**src/hw/rtl/rbsa_pkg.sv**
```systemverilog
// rbsa_pkg: shared types and constants of the rounded box shadow alpha core
// no dependencies; used by rbsa_div, rbsa_cell and rounded_box_shadow_alpha_core
package rbsa_pkg;

    // internal coordinate width, wide enough for any box or pixel difference
    localparam int CW    = 20;
    localparam int RAD_W = 7;   // radius and distance
    localparam int SQ_W  = 15;  // sum of two squared distances
    localparam int RT_W  = 8;   // floor square root
    localparam int NUM_W = 15;  // dividend of the alpha step
    localparam int STP_W = 15;  // alpha step

    localparam logic [7:0] KEY_START = 8'd90;
    localparam logic [6:0] AMB_BASE  = 7'd60;

    typedef logic signed [CW-1:0] t_crd;
    typedef logic [RAD_W-1:0]     t_rad;
    typedef logic [STP_W-1:0]     t_step;

    // configuration register indexes
    typedef enum logic [2:0] {
        CFG_LEFT   = 3'd0,
        CFG_TOP    = 3'd1,
        CFG_WIDTH  = 3'd2,
        CFG_HEIGHT = 3'd3,
        CFG_ELEV   = 3'd4
    } t_cfg_idx;

    // how a pixel sits against one box
    typedef enum logic [1:0] {
        K_ZERO   = 2'd0,  // interior, full start alpha
        K_DIST   = 2'd1,  // side band, straight distance
        K_CORNER = 2'd2,  // corner, distance from square root
        K_FAR    = 2'd3   // beyond the radius, alpha zero
    } t_kind;

    typedef struct packed {
        t_crd x;
        t_crd y;
        t_crd w;
        t_crd h;
        t_rad r;
    } t_box;

    // per box data handed along the square root cells
    typedef struct packed {
        t_kind           kind;
        t_rad            dlen;
        logic [SQ_W-1:0] n;
        logic [RT_W-1:0] root;
    } t_lane;

    typedef struct packed {
        t_lane key;
        t_lane amb;
        logic  last;
    } t_bus;

endpackage

```
**src/hw/rtl/rbsa_div.sv**
```systemverilog
// rbsa_div: iterative restoring divider for the alpha step, one quotient bit a cycle
// depends on rbsa_pkg
module rbsa_div (
    input  logic                      i_clk,
    input  logic                      i_rst_n,
    input  logic                      i_start,
    input  logic [rbsa_pkg::NUM_W-1:0] i_num,
    input  rbsa_pkg::t_rad            i_den,
    output logic                      o_busy,
    output rbsa_pkg::t_step           o_quot
);
    import rbsa_pkg::*;

    logic [NUM_W-1:0] r_q, n_q;
    t_rad             r_rem, n_rem;
    t_rad             r_den;
    logic             r_zero;
    logic [3:0]       r_cnt;
    logic [RAD_W:0]   w_trial;

    // one restoring step
    always_comb begin
        w_trial = {r_rem, r_q[NUM_W-1]};
        if (w_trial >= {1'b0, r_den}) begin
            n_rem = RAD_W'(w_trial - {1'b0, r_den});
            n_q   = {r_q[NUM_W-2:0], 1'b1};
        end else begin
            n_rem = w_trial[RAD_W-1:0];
            n_q   = {r_q[NUM_W-2:0], 1'b0};
        end
    end

    // iteration counter
    always_ff @(posedge i_clk) begin
        if (!i_rst_n) begin
            r_cnt <= '0;
        end else if (i_start) begin
            r_cnt <= 4'(NUM_W);
        end else if (r_cnt != '0) begin
            r_cnt <= r_cnt - 4'd1;
        end
    end

    // quotient and remainder
    always_ff @(posedge i_clk) begin
        if (i_start) begin
            r_q    <= i_num;
            r_rem  <= '0;
            r_den  <= i_den;
            r_zero <= (i_den == '0);
        end else if (r_cnt != '0) begin
            r_q   <= n_q;
            r_rem <= n_rem;
        end
    end

    assign o_busy = (r_cnt != '0);
    assign o_quot = r_zero ? '0 : t_step'(r_q);

endmodule

```
**src/hw/rtl/rbsa_cell.sv**
```systemverilog
// rbsa_cell: one stage of the floor square root chain, settles one root bit per box
// depends on rbsa_pkg
module rbsa_cell #(
    parameter int BIT = 7
) (
    input  logic           i_clk,
    input  logic           i_rst_n,
    input  logic           i_valid,
    input  rbsa_pkg::t_bus i_bus,
    output logic           o_ready,
    output logic           o_valid,
    output rbsa_pkg::t_bus o_bus,
    input  logic           i_ready
);
    import rbsa_pkg::*;

    logic r_v;
    t_bus r_bus;
    t_bus w_next;

    function automatic t_lane root_step(input t_lane l);
        logic [RT_W-1:0]   t;
        logic [2*RT_W-1:0] sq;
        t_lane             res;
        res = l;
        t   = l.root | RT_W'(1 << BIT);
        sq  = t * t;
        if (sq <= (2*RT_W)'(l.n))
            res.root = t;
        return res;
    endfunction

    // try this bit on both boxes
    always_comb begin
        w_next      = i_bus;
        w_next.key  = root_step(i_bus.key);
        w_next.amb  = root_step(i_bus.amb);
    end

    assign o_ready = !r_v || i_ready;

    // stage valid
    always_ff @(posedge i_clk) begin
        if (!i_rst_n) begin
            r_v <= 1'b0;
        end else if (o_ready) begin
            r_v <= i_valid;
        end
    end

    // stage data
    always_ff @(posedge i_clk) begin
        if (o_ready && i_valid)
            r_bus <= w_next;
    end

    assign o_valid = r_v;
    assign o_bus   = r_bus;

endmodule

```
**src/hw/rtl/rounded_box_shadow_alpha_core.sv**
```systemverilog
// rounded_box_shadow_alpha_core: shadow alpha of a rounded box, one pixel per beat
// depends on rbsa_pkg, rbsa_div, rbsa_cell
//
//  channel   direction  handshake                        payload
//  s_axis    in         s_axis_tvalid / s_axis_tready    tdata {pixel_y, pixel_x}, tlast
//  m_axis    out        m_axis_tvalid / m_axis_tready    tdata shadow_alpha, tlast
//  cfg       in         i_cfg_valid / o_cfg_ready        i_cfg_index, i_cfg_data
//
//  one pixel per cycle while the dividers idle, no write is offered and m_axis
//  does not stall; pipeline of three front stages, eight square root cells,
//  multiply stage and output register; after reset and after each register write
//  the two step dividers run, one quotient bit per cycle; s_axis_tready stays low meanwhile
//  a stall at m_axis fills bubbles first, then holds each stage in place
module rounded_box_shadow_alpha_core #(
    parameter int COORD_BITS    = 16,
    parameter int MAX_ELEVATION = 24
) (
    input  logic        i_clk,
    input  logic        i_rst_n,
    input  logic        s_axis_tvalid,
    output logic        s_axis_tready,
    input  logic [31:0] s_axis_tdata,   // [15:0] pixel_x, [31:16] pixel_y
    input  logic        s_axis_tlast,   // run_end_in
    output logic        m_axis_tvalid,
    input  logic        m_axis_tready,
    output logic [7:0]  m_axis_tdata,   // [7:0] shadow_alpha
    output logic        m_axis_tlast,   // run_end_out
    input  logic        i_cfg_valid,
    output logic        o_cfg_ready,
    input  logic [2:0]  i_cfg_index,
    input  logic [15:0] i_cfg_data
);
    import rbsa_pkg::*;

    localparam logic [5:0] EMAX = 6'(MAX_ELEVATION);
    localparam t_crd       ONE  = t_crd'(1);

    // configuration registers
    logic [15:0] r_left, r_top;
    logic [11:0] r_width, r_height;
    logic [4:0]  r_elev;
    logic        r_start;

    logic        w_cfg_acc;
    assign o_cfg_ready = 1'b1;
    assign w_cfg_acc   = i_cfg_valid && o_cfg_ready;

    always_ff @(posedge i_clk) begin
        if (!i_rst_n) begin
            r_left   <= '0;
            r_top    <= '0;
            r_width  <= '0;
            r_height <= '0;
            r_elev   <= '0;
        end else if (w_cfg_acc) begin
            unique case (i_cfg_index)
                CFG_LEFT:   r_left   <= i_cfg_data;
                CFG_TOP:    r_top    <= i_cfg_data;
                CFG_WIDTH:  r_width  <= i_cfg_data[11:0];
                CFG_HEIGHT: r_height <= i_cfg_data[11:0];
                CFG_ELEV:   r_elev   <= i_cfg_data[4:0];
                default: ;
            endcase
        end
    end

    // dividers start the cycle after any write, and once after reset
    always_ff @(posedge i_clk) begin
        if (!i_rst_n) begin
            r_start <= 1'b1;
        end else begin
            r_start <= w_cfg_acc;
        end
    end

    function automatic t_crd sext(input logic [15:0] v);
        return t_crd'($signed({{(CW-COORD_BITS){v[COORD_BITS-1]}}, v[COORD_BITS-1:0]}));
    endfunction

    function automatic t_crd to_crd(input t_rad v);
        return t_crd'({{(CW-RAD_W){1'b0}}, v});
    endfunction

    // box geometry from the registers
    logic [5:0]  w_e;
    logic [8:0]  w_ra_t;
    logic [9:0]  w_rk_t;
    t_rad        w_ra, w_rk;
    logic [6:0]  w_amb_start;
    t_crd        w_left, w_top, w_wd, w_ht;
    t_box        w_amb, w_key;

    always_comb begin
        w_e         = ({1'b0, r_elev} > EMAX) ? EMAX : {1'b0, r_elev};
        w_ra_t      = {1'b0, w_e, 2'b00} + 9'd12;
        w_rk_t      = {4'b0000, w_e} * 10'd15 + 10'd4;
        w_ra        = {1'b0, w_ra_t[8:3]};
        w_rk        = w_rk_t[9:3];
        w_amb_start = AMB_BASE - {1'b0, w_e};
        w_left      = sext(r_left);
        w_top       = sext(r_top);
        w_wd        = t_crd'({{(CW-12){1'b0}}, r_width});
        w_ht        = t_crd'({{(CW-12){1'b0}}, r_height});
        w_amb.r     = w_ra;
        w_amb.x     = w_left - to_crd(w_ra);
        w_amb.y     = w_top - to_crd(w_ra);
        w_amb.w     = w_wd + to_crd(w_ra) + to_crd(w_ra);
        w_amb.h     = w_ht + to_crd(w_ra) + to_crd(w_ra);
        w_key.r     = w_rk;
        w_key.x     = w_left - to_crd(w_rk >> 1);
        w_key.y     = w_top - to_crd(w_rk >> 1) + t_crd'({{(CW-6){1'b0}}, w_e});
        w_key.w     = w_wd + to_crd(w_rk);
        w_key.h     = w_ht + to_crd(w_rk);
    end

    // alpha steps: 256 * start / radius
    logic  w_kbusy, w_abusy, w_busy;
    t_step w_kstep, w_astep;

    rbsa_div u_key_div (
        .i_clk   (i_clk),
        .i_rst_n (i_rst_n),
        .i_start (r_start),
        .i_num   ({KEY_START[6:0], 8'd0}),
        .i_den   (w_rk),
        .o_busy  (w_kbusy),
        .o_quot  (w_kstep)
    );

    rbsa_div u_amb_div (
        .i_clk   (i_clk),
        .i_rst_n (i_rst_n),
        .i_start (r_start),
        .i_num   ({w_amb_start, 8'd0}),
        .i_den   (w_ra),
        .o_busy  (w_abusy),
        .o_quot  (w_astep)
    );

    assign w_busy = r_start || w_kbusy || w_abusy;

    // fold into one quarter and classify; corner keeps dx in dlen, dy in n
    function automatic t_lane classify(input t_crd x, input t_crd y, input t_box b);
        t_crd  rc, xf, yf, dx, dy;
        t_lane l;
        rc     = to_crd(b.r);
        xf     = (x >= b.w - rc) ? b.w - x - ONE : x;
        yf     = (y >= b.h - rc) ? b.h - y - ONE : y;
        dx     = rc - xf;
        dy     = rc - yf;
        l.root = '0;
        l.n    = '0;
        l.dlen = '0;
        l.kind = K_ZERO;
        if (xf >= rc) begin
            if (yf < rc) begin
                l.kind = (yf < 0) ? K_FAR : K_DIST;
                l.dlen = dy[RAD_W-1:0];
            end
        end else if (yf >= rc) begin
            l.kind = (xf < 0) ? K_FAR : K_DIST;
            l.dlen = dx[RAD_W-1:0];
        end else if (xf < 0 || yf < 0) begin
            l.kind = K_FAR;
        end else begin
            l.kind = K_CORNER;
            l.dlen = dx[RAD_W-1:0];
            l.n    = SQ_W'(dy[RAD_W-1:0]);
        end
        return l;
    endfunction

    // stage ready chain
    logic r_v1, r_v2, r_v3, r_v4, r_v5;
    logic w_rdy1, w_rdy2, w_rdy3, w_rdy4, w_rdy5;
    logic w_cv [0:8];
    logic w_cr [0:8];
    t_bus w_cb [0:8];

    assign w_rdy5 = !r_v5 || m_axis_tready;
    assign w_rdy4 = !r_v4 || w_rdy5;
    assign w_rdy3 = !r_v3 || w_cr[0];
    assign w_rdy2 = !r_v2 || w_rdy3;
    assign w_rdy1 = !r_v1 || w_rdy2;
    assign s_axis_tready = w_rdy1 && !w_busy && !i_cfg_valid;

    always_ff @(posedge i_clk) begin
        if (!i_rst_n) begin
            r_v1 <= 1'b0;
            r_v2 <= 1'b0;
            r_v3 <= 1'b0;
            r_v4 <= 1'b0;
            r_v5 <= 1'b0;
        end else begin
            if (w_rdy1) r_v1 <= s_axis_tvalid && s_axis_tready;
            if (w_rdy2) r_v2 <= r_v1;
            if (w_rdy3) r_v3 <= r_v2;
            if (w_rdy4) r_v4 <= w_cv[8];
            if (w_rdy5) r_v5 <= r_v4;
        end
    end

    // stage 1: offsets from each box origin
    t_crd r_kx, r_ky, r_ax, r_ay;
    logic r_l1;
    always_ff @(posedge i_clk) begin
        if (w_rdy1 && s_axis_tvalid && s_axis_tready) begin
            r_kx <= sext(s_axis_tdata[15:0]) - w_key.x;
            r_ky <= sext(s_axis_tdata[31:16]) - w_key.y;
            r_ax <= sext(s_axis_tdata[15:0]) - w_amb.x;
            r_ay <= sext(s_axis_tdata[31:16]) - w_amb.y;
            r_l1 <= s_axis_tlast;
        end
    end

    // stage 2: classification
    t_lane r_k2, r_a2;
    logic  r_l2;
    always_ff @(posedge i_clk) begin
        if (w_rdy2 && r_v1) begin
            r_k2 <= classify(r_kx, r_ky, w_key);
            r_a2 <= classify(r_ax, r_ay, w_amb);
            r_l2 <= r_l1;
        end
    end

    // stage 3: sum of squares for corners
    t_lane r_k3, r_a3;
    logic  r_l3;
    function automatic t_lane square(input t_lane l);
        t_lane           res;
        logic [SQ_W-1:0] ex, ey;
        res = l;
        ex  = {{(SQ_W-RAD_W){1'b0}}, l.dlen};
        ey  = {{(SQ_W-RAD_W){1'b0}}, l.n[RAD_W-1:0]};
        res.n = ex * ex + ey * ey;
        return res;
    endfunction

    always_ff @(posedge i_clk) begin
        if (w_rdy3 && r_v2) begin
            r_k3 <= square(r_k2);
            r_a3 <= square(r_a2);
            r_l3 <= r_l2;
        end
    end

    // square root chain, most significant bit first
    assign w_cv[0]      = r_v3;
    assign w_cb[0].key  = r_k3;
    assign w_cb[0].amb  = r_a3;
    assign w_cb[0].last = r_l3;
    assign w_cr[8]      = w_rdy4;

    for (genvar g = 0; g < RT_W; g++) begin : g_cell
        rbsa_cell #(.BIT(RT_W - 1 - g)) u_cell (
            .i_clk   (i_clk),
            .i_rst_n (i_rst_n),
            .i_valid (w_cv[g]),
            .i_bus   (w_cb[g]),
            .o_ready (w_cr[g]),
            .o_valid (w_cv[g+1]),
            .o_bus   (w_cb[g+1]),
            .i_ready (w_cr[g+1])
        );
    end

    // stage 4: final distance and distance times step
    t_kind r_kk4, r_ak4;
    logic [7:0] r_ks4, r_as4;
    logic r_l4;

    function automatic t_lane settle(input t_lane l, input t_rad r);
        t_lane res;
        res = l;
        if (l.kind == K_CORNER) begin
            if (l.root > {1'b0, r}) res.kind = K_FAR;
            else                    res.dlen = l.root[RAD_W-1:0];
        end
        return res;
    endfunction

    t_lane w_k4, w_a4;
    logic [RAD_W+STP_W-1:0] w_kp, w_ap;
    always_comb begin
        w_k4 = settle(w_cb[8].key, w_key.r);
        w_a4 = settle(w_cb[8].amb, w_amb.r);
        w_kp = w_k4.dlen * w_kstep;
        w_ap = w_a4.dlen * w_astep;
    end

    always_ff @(posedge i_clk) begin
        if (w_rdy4 && w_cv[8]) begin
            r_kk4 <= w_k4.kind;
            r_ak4 <= w_a4.kind;
            r_ks4 <= w_kp[15:8];
            r_as4 <= w_ap[15:8];
            r_l4  <= w_cb[8].last;
        end
    end

    // stage 5: per box alpha, sum and saturate into the output register
    function automatic logic [7:0] alpha(input t_kind k, input logic [7:0] st,
                                         input logic [7:0] sub);
        logic [7:0] a;
        unique case (k)
            K_ZERO:  a = st;
            K_FAR:   a = 8'd0;
            default: a = st - sub;
        endcase
        return a;
    endfunction

    logic [8:0] w_sum;
    logic [7:0] r_alpha;
    logic       r_l5;
    assign w_sum = {1'b0, alpha(r_kk4, KEY_START, r_ks4)}
                 + {1'b0, alpha(r_ak4, {1'b0, w_amb_start}, r_as4)};

    always_ff @(posedge i_clk) begin
        if (w_rdy5 && r_v4) begin
            r_alpha <= w_sum[8] ? 8'd255 : w_sum[7:0];
            r_l5    <= r_l4;
        end
    end

    assign m_axis_tvalid = r_v5;
    assign m_axis_tdata  = r_alpha;
    assign m_axis_tlast  = r_l5;

    // no pixel enters while the steps are being worked out
    a_busy_block: assert property (@(posedge i_clk) disable iff (!i_rst_n)
        w_busy |-> !s_axis_tready)
        else $error("pixel accepted while dividers busy");

    // a register write restarts the dividers
    a_cfg_restart: assert property (@(posedge i_clk) disable iff (!i_rst_n)
        w_cfg_acc |=> r_start)
        else $error("register write did not restart dividers");

    // zero key radius gives a zero key step once settled
    a_zero_step: assert property (@(posedge i_clk) disable iff (!i_rst_n)
        (!w_busy && w_key.r == '0) |-> (w_kstep == '0))
        else $error("nonzero step for zero radius");

    // a held output is not replaced
    a_out_hold: assert property (@(posedge i_clk) disable iff (!i_rst_n)
        (r_v5 && !m_axis_tready) |=> (r_v5 && $stable(r_alpha)))
        else $error("stalled result changed");

endmodule
```
**config.mk**
```make
export PLATFORM = sky130hd
export DESIGN_NAME = rounded_box_shadow_alpha_core
export DESIGN_NICKNAME = d
export VERILOG_FILES = /design/src/hw/rtl/rbsa_pkg.sv /design/src/hw/rtl/rbsa_div.sv /design/src/hw/rtl/rbsa_cell.sv /design/src/hw/rtl/rounded_box_shadow_alpha_core.sv
export SDC_FILE = /design/constraint.sdc
export NUM_CORES = 2
export LEC_CHECK = 0
export ABC_AREA = 1
export ABC_CLOCK_PERIOD_IN_PS = 13800
export BUFFER_PORTS_ARGS = -buffer_cell sky130_fd_sc_hd__buf_2
export CAP_MARGIN = 20
export CORE_UTILIZATION = 50
export CTS_CLUSTER_SIZE = 16
export DETAILED_ROUTE_END_ITERATION = 8
export GPL_TIMING_DRIVEN = 1
export PLACE_DENSITY = 0.63
export RECOVER_POWER = 100
export SLEW_MARGIN = 10
export SYNTH_ARGS = -nofsm -noshare
export SYNTH_HDL_FRONTEND = slang
export SYNTH_SLANG_ARGS = --single-unit
```
**constraint.sdc**
```tcl
create_clock -name i_clk -period 13.8 [get_ports i_clk]
set_input_delay 2.07 -clock i_clk [delete_from_list [all_inputs] [get_ports i_clk]]
set_output_delay 2.07 -clock i_clk [all_outputs]
set_load 0.005 [all_outputs]
```
==> impl_summary.md <==
Place
After legalization and detailed placement, the total HPWL measured 117000 um. The number of placed instances, taps included is 8719. The setup slack after placement is 2.88 ns. The placed standard-cell area is 65600 sq um. Buffers placed on the I/O ports in this run total 67.

At the end of routability-driven placement, the weighted congestion stood at 0.946.

Worst setup path
The slowest stage of the critical path belongs to the cell sky130_fd_sc_hd__fa_1. Data arrives at the worst endpoint at approximately 12 ns. The gate family responsible for the most delay along the worst path is adder cells. The combined buffer and inverter count along the critical path is 11. The slack of the worst reg-to-reg path is 2.13 ns.

The largest fanout on the critical path is 17. STA classifies the critical path endpoint as a flop. The worst setup path is of the flop to flop kind.

The kind of launch point of the worst setup path is a flop. For this run, the slowest stage of the critical path takes 0.57 ns. For the worst setup path, the data required time is 14.22 ns.

Power
The switching power summed over all nets is 2.35 mW. Total power for the finished layout comes to 7.03 mW. The fraction of power consumed by combinational cells is 0.297.

The static leakage power is about 34 nW. The sequential share of power is 0.367. Cell internal power was estimated by the tool at 4.68 mW.

The switching share of total power is 0.334. The share of total power dissipated in the clock network is 0.337. Across the VDD grid, the largest voltage drop is about 0.10 mV. Dividing total power by cell area gives a power density of 103 nW/um^2.

Synth
The synthesized flop and latch total is 761. Of all flip-flops after synthesis, the portion carrying an async set or reset was 0. The netlist uses 71 different library cells. In the synthesized netlist, the cells that appear most often are sky130_fd_sc_hd__inv_1, sky130_fd_sc_hd__nand2_1, sky130_fd_sc_hd__ha_1. The post-synthesis sequential area ratio is 0.342.

By area the synthesized netlist is led by sky130_fd_sc_hd__edfxtp_1, sky130_fd_sc_hd__ha_1, sky130_fd_sc_hd__fa_1, sky130_fd_sc_hd__inv_1, sky130_fd_sc_hd__nand2_1. Averaged over all synthesized cells, the footprint is 8.97 sq um. The number of warning messages in the yosys log is 0. The mapped netlist covers 63300 sq um. The flip-flop cell with the highest count after synthesis is sky130_fd_sc_hd__edfxtp_1. The number of enable flip-flop cells after synthesis is 641. The biggest area consumer among synthesized cells is sky130_fd_sc_hd__edfxtp_1.

The most frequent cell after synthesis is sky130_fd_sc_hd__inv_1. The top cell type's share of synthesized area is 0.304. Counting every instance in the synthesized netlist gives 7060.

Final layout
The utilization after layout is 0.544. From synthesis to final layout, the design area changed by 7.88%. The final instance area is 68300 sq um. The finished layout holds 8877 standard cells, fillers aside. The repair_antennas step left the layout with diodes totalling 0. The final layout contains 8426 nets. The share of post-route cells with drive strength above 1 is 0.0385.

Outcome
The checks that failed: design-rule violations, max-capacitance violations, max-slew violations. The flow ran to the end, but the final reports show violations.

GRT
The global-route wire length before repair is 235000 um. The initial antenna violation count is 8. The via count of the first global-routing pass is 45650. Entering global routing, the biggest net connects 74 pins. Summed over all layers, the global routing overflow is 0.

The total routing resource utilization after global routing is 0.232.

Clocking
In this run the post-CTS setup repair buffer count came out at 0. At the later pin of the worst-skew pair, clock insertion delay measures between 0.6 and 0.7 ns. In this run the number of H-tree levels came out at 3. The root buffer cell is sky130_fd_sc_hd__clkbuf_16. Post-CTS repair changed the size of 0 cells.

The count of hold-fix buffers inserted at cts is 0. TritonCTS built the clock tree. The largest buffer count on any clock path is 3. The number of clock buffers inserted by TritonCTS is between 80 and 90. Clock-pin slew was measured on the worst setup and hold paths at 0.06 ns. The CTS sink count is 761.

Routing
The via density per instance is about 5.2. The number of iterations in the first detailed-routing pass is 8. The first routing iteration left 2975 violations. The final layout contains routed wiring with a total length of 145000 um. Dividing the detail-routed wire length by the instance count gives 16.4 um. The total DRC errors in the routed layout is 1.

The detailed router placed approximately 46000 vias in this run. The count of antenna-violating nets left after detailed routing is 0.

Floorplanning
For this configuration, the core starts out at a cell density of 0.504. The boundary pin count is 69. The die is 358 um tall. The placeable core region is about 130000 sq um. The die boundary width is 358 um.

The floorplan step defined a die boundary enclosing 128000 sq um. The initialized floorplan defines 130 standard-cell rows.

STA
For the final routed database, the setup TNS stands at 0 ns. The period utilization is 0.846. The slew at the pin closest to its max-slew limit is 3.73 ns. The number of endpoints failing setup at the final stage is 0. The max-slew violation count came to 654. The worst slew margin relative to its limit is -1.48. The maximum clock skew at final layout is between 0.02 and 0.03 ns. Setup repair after global routing left no endpoint under its margin.

The total count of hold-check failures in the final report is 0. On the final layout, the worst hold slack is 0.402 ns. Static timing analysis puts the maximum clock frequency at around 86 MHz. The final worst-path setup slack is 2.13 ns. The time the worst path needs with I/O delays and setup is 11.67 ns.

Run
The number of max-capacitance violations reported is 15.

Hold path
The tightest min-delay check is of the flop to flop type.
## registers in the layout, summed over array words and instances, names as in the netlist, 18 cells and up
signal               cells
g_cell.u_cell.o_bus    434
r_a3                    24
r_ax                    18
r_ay                    18
r_k3                    24
r_kx                    18
r_ky                    19
## power by group through the flow
stage	combinational (mW)	sequential [mW]	clock, mW
5_1_grt	2.37	2.58	2.51
2_1_floorplan	1.58	2.61	0
3_3_place_gp	2.05	2.62	0
3_5_place_dp	2.07	2.62	0
6_report	2.09	2.58	2.37
4_1_cts	2.09	2.58	2.43
## metal layers
metal | routed length [um] | global-route usage | vias up
met1 | 68500 | 0.320 | 21767
met5 | 0 | 0 | -
li1 | - | - | 22978
met3 | 6140 | 0.0216 | 165
met4 | 3170 | 0.0614 | 0
met2 | 67600 | 0.389 | 821
## cells by family (layout without fill, tap and decap cells)
| group | Yosys count | after routing | share of synthesized area |
|---|---|---|---|
| fa+ha+maj | 1209 | 1209 | 0.282 |
| compound gates | 864 | 864 | 0.0772 |
| mux | 3 | 3 | 0.000534 |
| xor+xnor | 358 | 358 | 0.0497 |
| simple gates | 2212 | 2212 | 0.150 |
| flops | 761 | 761 | 0.342 |
| buf+inv | 1652 | 1818 | 0.0987 |
| other cells | 1 | 2 | 0.0000592 |
## final cells by class
type,count,area [sq um]
clock buffer,111,2330
clock inverter,46,577
fill,11583,57300
inverter,1563,5870
multi-input combinational,4648,35300
sequential,761,21700
tap,1650,2060
timing repair buffer,98,463
## cell usage in the layout (no fill, tap or decap), drive strengths merged, types with 5 or more instances in the layout
cell type / Yosys / final
a211oi: 20 / 20
a21boi: 9 / 9
a21o: 30 / 30
a21oi: 413 / 413
a221oi: 5 / 5
a22oi: 6 / 6
a31oi: 13 / 13
a32o: 5 / 5
and2: 10 / 10
buf: 11 / 62
bufinv: 0 / 11
clkbuf: 78 / 147
clkinv: 4 / 30
clkinvlp: 0 / 7
dfxtp: 120 / 120
edfxtp: 641 / 641
fa: 363 / 363
ha: 846 / 846
inv: 1559 / 1561
nand2: 1274 / 1274
nand3: 237 / 237
nand3b: 31 / 31
nand4: 74 / 74
nor2: 442 / 442
nor3: 78 / 78
nor4: 31 / 31
o2111ai: 6 / 6
o211ai: 7 / 7
o21a: 14 / 14
o21ai: 238 / 238
o21bai: 35 / 35
o221ai: 6 / 6
o22ai: 29 / 29
o311ai: 5 / 5
o31ai: 10 / 10
or2: 24 / 24
xnor2: 119 / 119
xor2: 239 / 239
## worst paths after layout
check | start | end | cells after the start
min | g_cell[1].u_cell.o_bus[62] | g_cell[2].u_cell.o_bus[62] | 0
max | r_elev[4] | r_k2[12] | 52
min reg2reg | g_cell[1].u_cell.o_bus[62] | g_cell[2].u_cell.o_bus[62] | 0
max reg2reg | r_elev[4] | r_k2[12] | 52
## worst register-to-register path: cells and delay by family (launching register included)
family	cells	cell delay (ns)
compound gates	12	2.19
xor+xnor	2	0.33
fa+ha+maj	10	3.82
buf+inv	11	1.58
flops	1	0.34
simple gates	17	3.13
No activity file was read; power rests on OpenSTA's default activity.
